### src/rtl/pfcr_pkg.sv
// Package for the proportional font column renderer.
// Holds the beat structs, the font and pattern table, and the character decoder.
// No dependencies.
package pfcr_pkg;

    typedef struct packed {
        logic [7:0] start_column;
        logic [3:0] page_row;
        logic [7:0] char_code;
    } pfcr_in_t;

    typedef struct packed {
        logic [8:0] buffer_address;
        logic [7:0] column_bits;
        logic       write_enable;
        logic [8:0] next_column;
        logic       last_column;
    } pfcr_out_t;

    typedef struct packed {
        logic       hit;
        logic [7:0] start;
        logic [2:0] len;
    } pfcr_dec_t;

    localparam int unsigned GLYPH_W    = 5;
    localparam int unsigned ROM_DEPTH  = 154;
    localparam int unsigned RAM_DEPTH  = 256;
    localparam int unsigned RAM_AW     = 8;

    // Character codes with a fixed pattern or a range boundary
    localparam logic [7:0] CH_COLON   = 8'h3A;
    localparam logic [7:0] CH_PERIOD  = 8'h2E;
    localparam logic [7:0] CH_STAR    = 8'h2A;
    localparam logic [7:0] CH_SPACE   = 8'h20;
    localparam logic [7:0] CH_PERCENT = 8'h25;
    localparam logic [7:0] CH_DIGIT0  = 8'h30;
    localparam logic [7:0] CH_DIGIT9  = 8'h39;
    localparam logic [7:0] CH_UPPER_A = 8'h41;
    localparam logic [7:0] CH_UPPER_Z = 8'h5A;
    localparam logic [7:0] CH_LOWER_A = 8'h61;
    localparam logic [7:0] CH_LOWER_Z = 8'h7A;
    localparam logic [7:0] CASE_FOLD  = 8'd32;

    // Table addresses of the fixed patterns, stored after the font glyphs
    localparam logic [7:0] ADDR_COLON   = 8'd141;
    localparam logic [7:0] ADDR_PERIOD  = 8'd142;
    localparam logic [7:0] ADDR_SPACE   = 8'd143;
    localparam logic [7:0] ADDR_STAR    = 8'd144;
    localparam logic [7:0] ADDR_PERCENT = 8'd149;

    localparam logic [GLYPH_W-1:0] GLYPH_ROM [0:ROM_DEPTH-1] = '{
        5'h0e, 5'h11, 5'h11, 5'h0e, 5'h12, 5'h1f, 5'h10, 5'h12,
        5'h19, 5'h15, 5'h12, 5'h11, 5'h15, 5'h15, 5'h0a, 5'h0c,
        5'h0a, 5'h09, 5'h1f, 5'h17, 5'h15, 5'h15, 5'h0d, 5'h0e,
        5'h15, 5'h15, 5'h08, 5'h01, 5'h01, 5'h1d, 5'h03, 5'h0a,
        5'h15, 5'h15, 5'h0a, 5'h02, 5'h15, 5'h15, 5'h0e, 5'h1e,
        5'h05, 5'h05, 5'h1e, 5'h1f, 5'h15, 5'h15, 5'h0a, 5'h0e,
        5'h11, 5'h11, 5'h11, 5'h1f, 5'h11, 5'h11, 5'h0e, 5'h1f,
        5'h15, 5'h15, 5'h1f, 5'h05, 5'h05, 5'h0e, 5'h11, 5'h15,
        5'h1d, 5'h1f, 5'h04, 5'h04, 5'h1f, 5'h1f, 5'h08, 5'h10,
        5'h10, 5'h0f, 5'h1f, 5'h04, 5'h0a, 5'h11, 5'h1f, 5'h10,
        5'h10, 5'h1f, 5'h02, 5'h04, 5'h02, 5'h1f, 5'h1f, 5'h02,
        5'h04, 5'h1f, 5'h0e, 5'h11, 5'h11, 5'h0e, 5'h1f, 5'h05,
        5'h05, 5'h02, 5'h0e, 5'h11, 5'h09, 5'h16, 5'h1f, 5'h05,
        5'h0d, 5'h12, 5'h12, 5'h15, 5'h15, 5'h09, 5'h01, 5'h01,
        5'h1f, 5'h01, 5'h01, 5'h0f, 5'h10, 5'h10, 5'h0f, 5'h03,
        5'h0c, 5'h10, 5'h0c, 5'h03, 5'h07, 5'h18, 5'h07, 5'h18,
        5'h07, 5'h1b, 5'h04, 5'h04, 5'h1b, 5'h17, 5'h14, 5'h14,
        5'h0f, 5'h19, 5'h15, 5'h15, 5'h13,
        // colon, period, space, star, percent
        5'h0a, 5'h10, 5'h00,
        5'h02, 5'h04, 5'h08, 5'h04, 5'h02,
        5'h13, 5'h0b, 5'h04, 5'h1a, 5'h19
    };

    // Start of glyph g: digits 0-9, then A-Z; last entry ends Z
    localparam logic [7:0] GLYPH_START [0:36] = '{
        8'h00, 8'h04, 8'h07, 8'h0b, 8'h0f, 8'h13, 8'h17, 8'h1b, 8'h1f, 8'h23,
        8'h27, 8'h2b, 8'h2f, 8'h33, 8'h37, 8'h3a, 8'h3d, 8'h41, 8'h45, 8'h46,
        8'h4a, 8'h4e, 8'h51, 8'h56, 8'h5a, 8'h5e, 8'h62, 8'h66, 8'h6a, 8'h6e,
        8'h73, 8'h77, 8'h7c, 8'h81, 8'h85, 8'h89, 8'h8d
    };

    function automatic pfcr_dec_t char_decode(input logic [7:0] code);
        pfcr_dec_t  d;
        logic [7:0] up;
        logic [5:0] g;
        logic       glyph;
        d     = '0;
        up    = code;
        g     = '0;
        glyph = 1'b0;
        if (code >= CH_LOWER_A && code <= CH_LOWER_Z) begin
            up = code - CASE_FOLD;
        end
        unique case (code)
            CH_COLON:   d = '{hit: 1'b1, start: ADDR_COLON,   len: 3'd1};
            CH_PERIOD:  d = '{hit: 1'b1, start: ADDR_PERIOD,  len: 3'd1};
            CH_STAR:    d = '{hit: 1'b1, start: ADDR_STAR,    len: 3'd5};
            CH_SPACE:   d = '{hit: 1'b1, start: ADDR_SPACE,   len: 3'd1};
            CH_PERCENT: d = '{hit: 1'b1, start: ADDR_PERCENT, len: 3'd5};
            default:
            begin
                if (up >= CH_DIGIT0 && up <= CH_DIGIT9) begin
                    g     = 6'(up - CH_DIGIT0);
                    glyph = 1'b1;
                end else if (up >= CH_UPPER_A && up <= CH_UPPER_Z) begin
                    g     = 6'(up - CH_UPPER_A) + 6'd10;
                    glyph = 1'b1;
                end
                if (glyph) begin
                    d.hit   = 1'b1;
                    d.start = GLYPH_START[g];
                    d.len   = 3'(GLYPH_START[6'(g + 6'd1)] - GLYPH_START[g]);
                end
            end
        endcase
        return d;
    endfunction

endpackage

### src/rtl/pfcr_ram.sv
// Generic single-write, single-read RAM with registered read data.
// No dependencies.
module pfcr_ram #(
    parameter int unsigned WIDTH = 8,
    parameter int unsigned DEPTH = 256
) (
    input  logic                     clk,
    input  logic                     we,
    input  logic [$clog2(DEPTH)-1:0] waddr,
    input  logic [WIDTH-1:0]         wdata,
    input  logic [$clog2(DEPTH)-1:0] raddr,
    output logic [WIDTH-1:0]         rdata
);

    logic [WIDTH-1:0] mem [0:DEPTH-1];
    logic [WIDTH-1:0] rdata_reg;

    always_ff @(posedge clk)
    begin
        if (we) begin
            mem[waddr] <= wdata;
        end
        rdata_reg <= mem[raddr];
    end

    assign rdata = rdata_reg;

endmodule

### src/rtl/proportional_font_column_renderer.sv
// Top level of the proportional font column renderer.
// Depends on pfcr_pkg (beat types, font table, decoder) and pfcr_ram (glyph store).
//
//  channel   direction  handshake               payload
//  item      in         start & !busy           pfcr_in_t  (column, page row, char code)
//  result    out        result_valid, 1 cycle   pfcr_out_t (one framebuffer column write)
//
// A glyph of N pixel columns gives N+1 result beats, one per cycle, the first one
// following the accept through active_reg and then the result registers; the next
// item is taken on the cycle of the spacing column. Unknown codes give no beats
// and leave busy low.
// After reset the glyph store is loaded with all 154 table entries, with busy high.
// The receiver cannot stall; every beat is shown for exactly one cycle.
module proportional_font_column_renderer
    import pfcr_pkg::*;
#(
    parameter int unsigned SCREEN_WIDTH = 64,
    parameter int unsigned SCREEN_PAGES = 8
) (
    input  logic      clk,
    input  logic      rst_n,
    input  logic      start,
    output logic      busy,
    input  pfcr_in_t  item,
    output logic      result_valid,
    output pfcr_out_t result
);

    localparam logic [8:0]  WIDTH_LIM = 9'(SCREEN_WIDTH);
    localparam logic [4:0]  PAGES_LIM = 5'(SCREEN_PAGES);
    localparam logic [12:0] ROW_STEP  = 13'(SCREEN_WIDTH);
    localparam logic [7:0]  FILL_LAST = 8'(ROM_DEPTH - 1);

    // glyph store load after reset
    logic       filling_reg, filling_next;
    logic [7:0] fill_cnt_reg, fill_cnt_next;

    // column sequencer
    logic       active_reg, active_next;
    logic [2:0] k_reg, k_next;
    logic [2:0] len_reg, len_next;
    logic [8:0] col_reg, col_next;
    logic [3:0] row_reg, row_next;
    logic [7:0] raddr_reg, raddr_next;

    logic       valid_reg;
    pfcr_out_t  result_reg, result_next;

    pfcr_dec_t          dec;
    logic               accept;
    logic               last;
    logic [RAM_AW-1:0]  raddr;
    logic [GLYPH_W-1:0] glyph_bits;
    logic               on_screen;
    logic [12:0]        lin_addr;

    assign dec    = char_decode(item.char_code);
    assign last   = active_reg && (k_reg == len_reg);
    assign busy   = filling_reg || (active_reg && !last);
    assign accept = start && !busy;
    assign raddr  = accept ? dec.start : raddr_reg;

    pfcr_ram #(
        .WIDTH (GLYPH_W),
        .DEPTH (RAM_DEPTH)
    ) u_glyph_ram (
        .clk   (clk),
        .we    (filling_reg),
        .waddr (fill_cnt_reg),
        .wdata (GLYPH_ROM[fill_cnt_reg]),
        .raddr (raddr),
        .rdata (glyph_bits)
    );

    always_comb
    begin
        filling_next  = filling_reg;
        fill_cnt_next = fill_cnt_reg;
        if (filling_reg) begin
            fill_cnt_next = fill_cnt_reg + 8'd1;
            if (fill_cnt_reg == FILL_LAST) begin
                filling_next = 1'b0;
            end
        end
    end

    always_comb
    begin
        active_next = active_reg;
        k_next      = k_reg;
        len_next    = len_reg;
        col_next    = col_reg;
        row_next    = row_reg;
        raddr_next  = raddr_reg;
        if (active_reg) begin
            k_next     = k_reg + 3'd1;
            col_next   = col_reg + 9'd1;
            raddr_next = raddr_reg + 8'd1;
            if (last) begin
                active_next = 1'b0;
            end
        end
        if (accept && dec.hit) begin
            active_next = 1'b1;
            k_next      = '0;
            len_next    = dec.len;
            col_next    = {1'b0, item.start_column};
            row_next    = item.page_row;
            raddr_next  = dec.start + 8'd1;
        end
    end

    // glyph_bits holds column k, read the cycle before
    always_comb
    begin
        on_screen = (col_reg < WIDTH_LIM) && ({1'b0, row_reg} < PAGES_LIM);
        lin_addr  = ({9'b0, row_reg} * ROW_STEP) + {4'b0, col_reg};
        result_next.buffer_address = on_screen ? lin_addr[8:0] : 9'd0;
        result_next.column_bits    = last ? 8'd0 : {3'b0, glyph_bits};
        result_next.write_enable   = on_screen;
        result_next.next_column    = col_reg + 9'd1;
        result_next.last_column    = last;
    end

    always_ff @(posedge clk or negedge rst_n)
    begin
        if (!rst_n) begin
            filling_reg  <= 1'b1;
            fill_cnt_reg <= '0;
            active_reg   <= 1'b0;
            valid_reg    <= 1'b0;
            k_reg        <= '0;
            len_reg      <= '0;
        end else begin
            filling_reg  <= filling_next;
            fill_cnt_reg <= fill_cnt_next;
            active_reg   <= active_next;
            valid_reg    <= active_reg;
            k_reg        <= k_next;
            len_reg      <= len_next;
        end
    end

    always_ff @(posedge clk)
    begin
        col_reg    <= col_next;
        row_reg    <= row_next;
        raddr_reg  <= raddr_next;
        result_reg <= result_next;
    end

    assign result_valid = valid_reg;
    assign result       = result_reg;

    a_fill_busy: assert property (@(posedge clk) disable iff (!rst_n)
        filling_reg |-> busy)
        else $error("item could be taken while glyph store loads");

    a_beat_follows: assert property (@(posedge clk) disable iff (!rst_n)
        active_reg |=> result_valid)
        else $error("column cycle produced no result beat");

    a_k_bound: assert property (@(posedge clk) disable iff (!rst_n)
        active_reg |-> (k_reg <= len_reg))
        else $error("column counter ran past glyph width");

    a_hit_starts: assert property (@(posedge clk) disable iff (!rst_n)
        (accept && dec.hit) |=> (active_reg && k_reg == 3'd0))
        else $error("known character did not start a glyph");

    a_clip_zero: assert property (@(posedge clk) disable iff (!rst_n)
        (result_valid && !result.write_enable) |-> (result.buffer_address == 9'd0))
        else $error("clipped beat carries an address");

endmodule
### config.mk
export PLATFORM = sky130hd
export DESIGN_NAME = proportional_font_column_renderer
export DESIGN_NICKNAME = d
export VERILOG_FILES = /design/src/rtl/pfcr_pkg.sv /design/src/rtl/pfcr_ram.sv /design/src/rtl/proportional_font_column_renderer.sv
export SDC_FILE = /design/constraint.sdc
export NUM_CORES = 2
export LEC_CHECK = 0
export BUFFER_PORTS_ARGS = -buffer_cell sky130_fd_sc_hd__buf_2
export CAP_MARGIN = 5
export CORE_UTILIZATION = 45
export DETAILED_ROUTE_END_ITERATION = 16
export PLACE_DENSITY = 0.67
export RECOVER_POWER = 25
export SLEW_MARGIN = 20
export SYNTH_ARGS = -nofsm -noshare
export SYNTH_HDL_FRONTEND = slang
export SYNTH_SLANG_ARGS = --single-unit
### constraint.sdc
create_clock -name clk -period 37.1 [get_ports clk]
set_clock_uncertainty 0.15 [all_clocks]
set_input_delay 7.42 -clock clk [delete_from_list [all_inputs] [get_ports clk]]
set_output_delay 7.42 -clock clk [all_outputs]
set_load 0.01 [all_outputs]
# Word-level counts from Yosys, hierarchy flattened
# Memory sizes are Yosys's and may differ from the RTL's. A register that Yosys moved wholly into a read port is not among the register bits.
# Cells that the tools add are included.
# totals
input_bits,23
romBits,2304
wordCells,95
mem_count,4
out_inout_bits,30
mem_bits_rw,1280
regBits,66
# op_classes
mux,29
n_eq_ne,7
bitwise_logic,3
reduce_logical,13
order_cmp,11
addsub,12
# memory_table
name,words,word_bits,rd,rd_clocked_by_memory_dff,write_ports,line,source
(no name shown),256,5,1,0,0,proportional_font_column_renderer.sv:70,".wdata (GLYPH_ROM[fill_cnt_reg]),"
u_glyph_ram.mem,256,5,1,1,1,pfcr_ram.sv:15,logic [WIDTH-1:0] mem [0:DEPTH-1];
(no name shown),64,8,1,0,0,pfcr_pkg.sv:115,d.len = 3'(GLYPH_START[6'(g + 6'd1)] - GLYPH_START[g]);
(no name shown),64,8,1,0,0,pfcr_pkg.sv:115,
# op_table
operator,n
8-bit two-way mux,8
12-bit one-hot mux with 5 select lines,1
8-bit by 6-bit == test with 1-bit output (second input constant),5
8-bit by 1-bit adder with 8-bit output (second input constant),3
6-bit two-way mux,3
8-bit by 7-bit greater-or-equal comparator with 1-bit output (second input constant),2
8-bit by 7-bit less-or-equal comparator with 1-bit output (second input constant),2
7-bit greater-or-equal comparator (second input constant),2
6-bit inverter with 7-bit output,2
12-bit two-way mux,1
3-bit two-way mux,4
1-bit two-way mux,10
5-bit two-way mux,2
9-bit by 1-bit adder with 9-bit output (second input constant),1
9-bit adder,1
9-bit greater-or-equal comparator (second input constant),1
9-bit by 7-bit less-than comparator with 1-bit output (second input constant),1
8-bit inverter with 9-bit output,1
8-bit == test (second input constant),1
8-bit by 6-bit greater-or-equal comparator with 1-bit output (second input constant),1
8-bit by 6-bit less-or-equal comparator with 1-bit output (second input constant),1
1-bit logical AND,8
8-bit by 6-bit subtractor with 8-bit output (second input constant),1
6-bit by 1-bit adder with 6-bit output (second input constant),1
11 further kinds,12

# Longest topological paths before layout
# depth
depth_word,18
depth_mapped,29

# Hierarchy
# Synthesis repeated with hierarchy kept, for this count alone.
# unflattened
cells_unflattened,3207
area_unflattened_um2,56001.2
# by_module_without_submodules
mod,cells_each,seq_area_each_um2,area_per_inst_um2,n_inst
pfcr_ram,2497,38537.0,50284.5,1
proportional_font_column_renderer,710,1547.7,5716.7,1

# Worst setup path after synthesis
# Ideal clock, no wire load.
# synth_timing
kind,reg2reg
from,reg fill_cnt_reg[0]
to,"mem u_glyph_ram.mem[0][2] (netlist bit), data pin"
path_buffers,2
path_slack_ps,22836
synth_period_minus_slack_ps,14264
path_stages_with_launch,12
setup_time_ps,2187
t_arrival_ps,11927
path_cell_list,dfrtp_1 > clkbuf_1 > inv_1 > ha_1 > clkbuf_1 > a21oi_1 > nand2_1 > a311oi_1 > a21oi_1 > nand2_1 > o21ai_0 > o21ai_0
# synth_via
elab_chain_cells,4
# synth_rtl
element,line,source
start: declaration,proportional_font_column_renderer.sv:36,"logic [7:0] fill_cnt_reg, fill_cnt_next;"
start signal: assignment,proportional_font_column_renderer.sv:136,fill_cnt_reg <= fill_cnt_next;
8-bit inverter with 9-bit output (not written as such),proportional_font_column_renderer.sv:70,
memory read 256 x 5 bit,n/a,
5-bit two-way mux (not written as such) (2 in a row),proportional_font_column_renderer.sv:70,
named net u_glyph_ram.wdata[2],pfcr_ram.sv:10,"input logic [WIDTH-1:0] wdata,"
end: declaration,pfcr_ram.sv:15,
# The timed path passes the listed nets, and every way through them passes these cells. The select of a mux whose other input is x is not followed.

# Worst setup path in the final report
# layout_timing
from,in item[0] (netlist bit)
to,"reg u_glyph_ram.rdata_reg[4] (netlist: u_glyph_ram.rdata[4]), read port of u_glyph_ram.mem"
# layout_via
elab_chain_cells,15
elab_cells_between_ends,32
# layout_rtl
element,line,source
start: declaration,proportional_font_column_renderer.sv:24,"input pfcr_in_t item,"
8-bit by 7-bit greater-or-equal comparator with 1-bit output / 8-bit by 7-bit less-or-equal comparator with 1-bit output (equally long branches),pfcr_pkg.sv:94,if (code >= CH_LOWER_A && code <= CH_LOWER_Z) begin
1-bit logical AND,pfcr_pkg.sv:94,
8-bit two-way mux,pfcr_pkg.sv:94,
"6-bit by 1-bit subtractor with 6-bit output, or another cell as far along",pfcr_pkg.sv:109,g = 6'(up - CH_UPPER_A) + 6'd10;
6-bit by 4-bit adder with 6-bit output / 1-bit logical AND (equally long branches),"pfcr_pkg.sv:109, pfcr_pkg.sv:108",
6-bit two-way mux,pfcr_pkg.sv:108,end else if (up >= CH_UPPER_A && up <= CH_UPPER_Z) begin
6-bit two-way mux,pfcr_pkg.sv:105,if (up >= CH_DIGIT0 && up <= CH_DIGIT9) begin
6-bit two-way mux,pfcr_pkg.sv:97,unique case (code)
6-bit inverter with 7-bit output (not written as such),pfcr_pkg.sv:114,d.start = GLYPH_START[g];
memory read 64 x 8 bit,n/a,
8-bit two-way mux (2 in a row),n/a,
12-bit two-way mux,pfcr_pkg.sv:112,if (glyph) begin
12-bit one-hot mux with 5 select lines *,pfcr_pkg.sv:97,
8-bit two-way mux *,proportional_font_column_renderer.sv:61,assign raddr = accept ? dec.start : raddr_reg;
end: declaration,pfcr_ram.sv:16,logic [WIDTH-1:0] rdata_reg;
# Mark *: on every way between the ends. The rest lies on a longest branch, timed or not. The select of a mux whose other input is x is not followed.
# A chain may end at the register's enable or synchronous reset.

==> PnR_summary.wiki <==
{| class="wikitable"
! Metric !! Value
|-
| Final design utilization || 50.3%
|-
| Share of the synthesized area in the top cell type || 67.3%
|-
| Hold WS || around 340 ps
|-
| Area overhead of the layout relative to synthesis || 10.6%
|-
| Number of stages on the worst hold path || 1
|-
| Classification of the worst setup path || primary input to flop
|-
| Number of setup buffers added after CTS || 0
|-
| First-pass DRT Iterations || 6
|-
| Average cell area after synthesis || between 10 and 15 um^2
|-
| Number of DRC markers after the initial detailed-route iteration || roughly 5400
|-
| Starting Density || 45.4%
|-
| Final-report hold violation count || 0
|-
| Peak VDD IR || between 0.05 and 0.06 mV
|-
| Post-layout minimum cycle time || ~15000 ps
|-
| Top fanout value on the critical path || about 140
|-
| Number of buffers created by CTS || 139
|-
| Critical path depth || 26
|-
| Count of instances resized after the clock tree is built || 0
|-
| Top cells by area in the synthesized netlist || sky130_fd_sc_hd__edfxtp_1 (67%), sky130_fd_sc_hd__nand2_1 (3.4%), sky130_fd_sc_hd__and3_1 (2.5%)
|-
| Worst hold path endpoint || result[24]$_SDFF_PN0_
|-
| Placeable core region || around 130000 um^2
|-
| MaxCap Viol Count || 1
|-
| Final critical-path share of the clock period || between 40% and 50%
|-
| Post-synthesis instance area || 58000 um^2
|-
| Multi-input logic area || around 16000 um^2
|-
| Largest net degree at the start of global routing || approximately 210
|-
| P_int || 2.84 mW
|-
| CP peak stage delay || 920 ps
|-
| Initial antenna violation count || 6
|-
| Post-Route WL || 170000 um
|-
| Max-slew violation count || 40
|-
| Per-cell via count in the routed design || between 6 and 7
|-
| Number of synthesized flops with an enable pin || 1300
|-
| CP max stage cell || sky130_fd_sc_hd__nor4_1
|-
| CTS tree || done
|-
| Clock-pin slew reported for the worst setup and hold paths after clock tree synthesis || around 60 ps
|-
| Die height || approximately 360 um
|-
| Share of post-route cells with drive strength above 1 || about a tenth
|-
| Total setup violations reported at the end of the flow || 0
|-
| #FFs+latches synth || roughly 1300
|-
| Cell area power density || slightly below 70 nW/um^2
|-
| Cell taking the most area after synthesis || sky130_fd_sc_hd__edfxtp_1
|-
| Min-Delay Startpoint || col_reg[5]$_DFFE_PP_
|-
| Die span in x || ~360 um
|-
| Crit path max-delay family || compound AO/OA/AOI/OAI gates
|-
| Max clock buf depth || 3
|-
| I/O pins || 53
|-
| Capture instance of the worst register-to-register path || u_glyph_ram.rdata[3]$_DFF_P_
|-
| Number of cells on the worst reg-to-reg path || 15
|-
| Sequential share of the synthesized area || 69.1%
|-
| Global-route wire length before repair || between 200000 and 250000 um
|-
| Aggregate global routing overflow || 0
|-
| Routed via count || about 40000
|-
| Yosys warning total || 0
|-
| Port bufs || roughly 50
|-
| Unrepaired setup endpoints after global routing || false
|-
| Max FFs per register || 1280
|-
| Post-Syn Instances || between 4000 and 5000
|-
| Number of global-route vias before repair || 37200
|-
| Sequential cell fraction of total power || approximately two fifths
|-
| Average wire per cell in the routed design || about 28 um
|-
| Net count, final || 4374
|-
| Register area || about 40000 um^2
|-
| Switching portion of total power || a little over a third
|-
| Number of distinct library cell variants in the gate-level netlist after synthesis || between 90 and 100
|-
| Final TNS setup || 0 ps
|-
| Post-route total power || ~4.4 mW
|-
| Fill cell total of the finished layout || about 11000
|-
| Startpoint of the worst register-to-register path || filling_reg$_DFF_PN1_
|-
| R2r setup slk || between 20000 and 30000 ps
|-
| Share of total power in combinational logic || a little under a third
|-
| Number of antenna-violating nets in the routed design || 0
|-
| CP Buf/Inv Count || 7
|-
| Clock latency of the later-clocked register in the worst-skew pair || between 700 and 800 ps
|-
| Outcome || finished, violations left
|-
| Tightest Hold Check Type || flop to flop
|-
| Failing checks || capacitance limit, slew limit
|-
| Worst endpoint required time || approximately 38000 ps
|-
| H-tree level count || 4
|-
| Highest achievable clock rate || about 66 MHz
|-
| Sink Count || about 1300
|-
| Endpoint kind of the worst setup timing path || flop
|-
| Transition time at the pin with the least slew margin || 2050 ps
|-
| Core Rows || around 130
|-
| Share of power burned in the clock network || approximately 31%
|-
| Half-perimeter wire length of the detailed placement result || about 100000 um
|-
| Final weighted congestion in routability-driven placement || 0.902
|-
| Quantity of hold-fixing buffers added after cts || 0
|-
| Worst slew margin relative to its limit || -36.9%
|-
| Switching power of the nets || about 1.6 mW
|-
| Share of flip-flops with an asynchronous set or reset || under 10%
|-
| Die area || ~130000 um^2
|-
| Leakage || around 22 nW
|-
| Critical path arrival || 15650 ps
|-
| Clock root buffer || sky130_fd_sc_hd__clkbuf_16
|-
| Total global-route track usage || between 20% and 30%
|-
| Count of unresolved DRC violations after routing || 0
|-
| Most used flip-flop cell after synthesis || sky130_fd_sc_hd__edfxtp_1
|-
| Startpoint type of the worst setup path || primary input
|}
## cell usage in the layout (no fill, tap or decap), types with 36 or more instances in the layout
master and instances:
sky130_fd_sc_hd__buf_2 49, sky130_fd_sc_hd__edfxtp_1 1300, sky130_fd_sc_hd__a311oi_1 85, sky130_fd_sc_hd__nand2_1 515
sky130_fd_sc_hd__a21oi_1 158, sky130_fd_sc_hd__buf_4 82, sky130_fd_sc_hd__nor2_1 336, sky130_fd_sc_hd__o21ai_0 161
sky130_fd_sc_hd__nand3_1 193, sky130_fd_sc_hd__mux2i_1 109, sky130_fd_sc_hd__ha_1 36, sky130_fd_sc_hd__a2111oi_0 100
sky130_fd_sc_hd__and3_1 229, sky130_fd_sc_hd__a22o_1 49, sky130_fd_sc_hd__a211oi_1 114, sky130_fd_sc_hd__clkbuf_16 142
## layout make-up
cell class | instances | area share (%)
clock buffers | 175 | 5.78
repair buffers | 142 | 1.58
multi-input cells | 2648 | 25.6
clock inverters | 74 | 1.15
flip-flops and latches | 1348 | 62.5
diodes | 3 | 0.0117
well taps | 1662 | 3.24
inverters | 34 | 0.199
## synthesized netlist by cell type, drive strengths merged (17+ instances only)
master   instances
a2111oi        101
a211o           19
a211oi         115
a21oi          164
a221oi          31
a22o            49
a311oi          86
a31oi           32
a32oi           22
and2            22
and3           229
buf            164
clkbuf         200
dfxtp           31
edfxtp        1300
ha              36
inv             33
mux2            25
mux2i          109
nand2          519
nand3          196
nand4           27
nor2           343
nor3            17
nor4            24
o2111ai         27
o211ai          27
o21ai          175
o22ai           18
o31ai           25
xnor2           22
## logic make-up after synthesis
group           share of synthesized area, %
mux                                     2.40
buf+inv                                 2.99
flops                                   69.1
simple gates                            11.7
compound gates                          12.4
fa+ha+maj                              0.863
other cells                          0.00646
xor+xnor                               0.574
## layer usage
metal / vias up / part of all wire (%) / global-route usage [%]
met2: 2336 / 47 / 40.4
met3: 365 / 9.9 / 4.72
met4: 6 / 4.1 / 11.4
met1: 19500 / 39 / 34.5
li1: 16900 / - / -
met5: - / 0.020 / 0
## power by group through the flow
stage,clock network [mW],logic (mW),registers (mW)
CTS,1.38,1.32,1.70
global placement,0,1.30,1.73
finish,1.37,1.35,1.70
floorplan,0,0.836,1.73
detailed placement,0,1.31,1.73
global route,1.44,1.41,1.70
## per-stage QoR
stage | setup WS, ps | cells | instance area (um^2)
final | 21910 | 6086 | 64200
after floorplan | 22840 | 4394 | 58000
after CTS | 22160 | 6083 | 64200
after global routing | 21370 | 6083 | 64200
after global placement | 21470 | 5834 | 59700
after detailed placement | 21360 | 5834 | 59700
## worst max-delay path by stage
stage,from,to,slack (ps)
finish,item[0],u_glyph_ram.rdata[4]$_DFF_P_,21910
global route,item[0],u_glyph_ram.rdata[4]$_DFF_P_,21370
floorplan,fill_cnt_reg[0]$_DFFE_PN0P_,u_glyph_ram.mem[0][2]$_DFFE_PP_,22840
global placement,item[0],u_glyph_ram.rdata[4]$_DFF_P_,21470
CTS,item[0],u_glyph_ram.rdata[4]$_DFF_P_,22160
detailed placement,item[0],u_glyph_ram.rdata[4]$_DFF_P_,21360
Note: power is estimated with default switching activity, not from simulation.
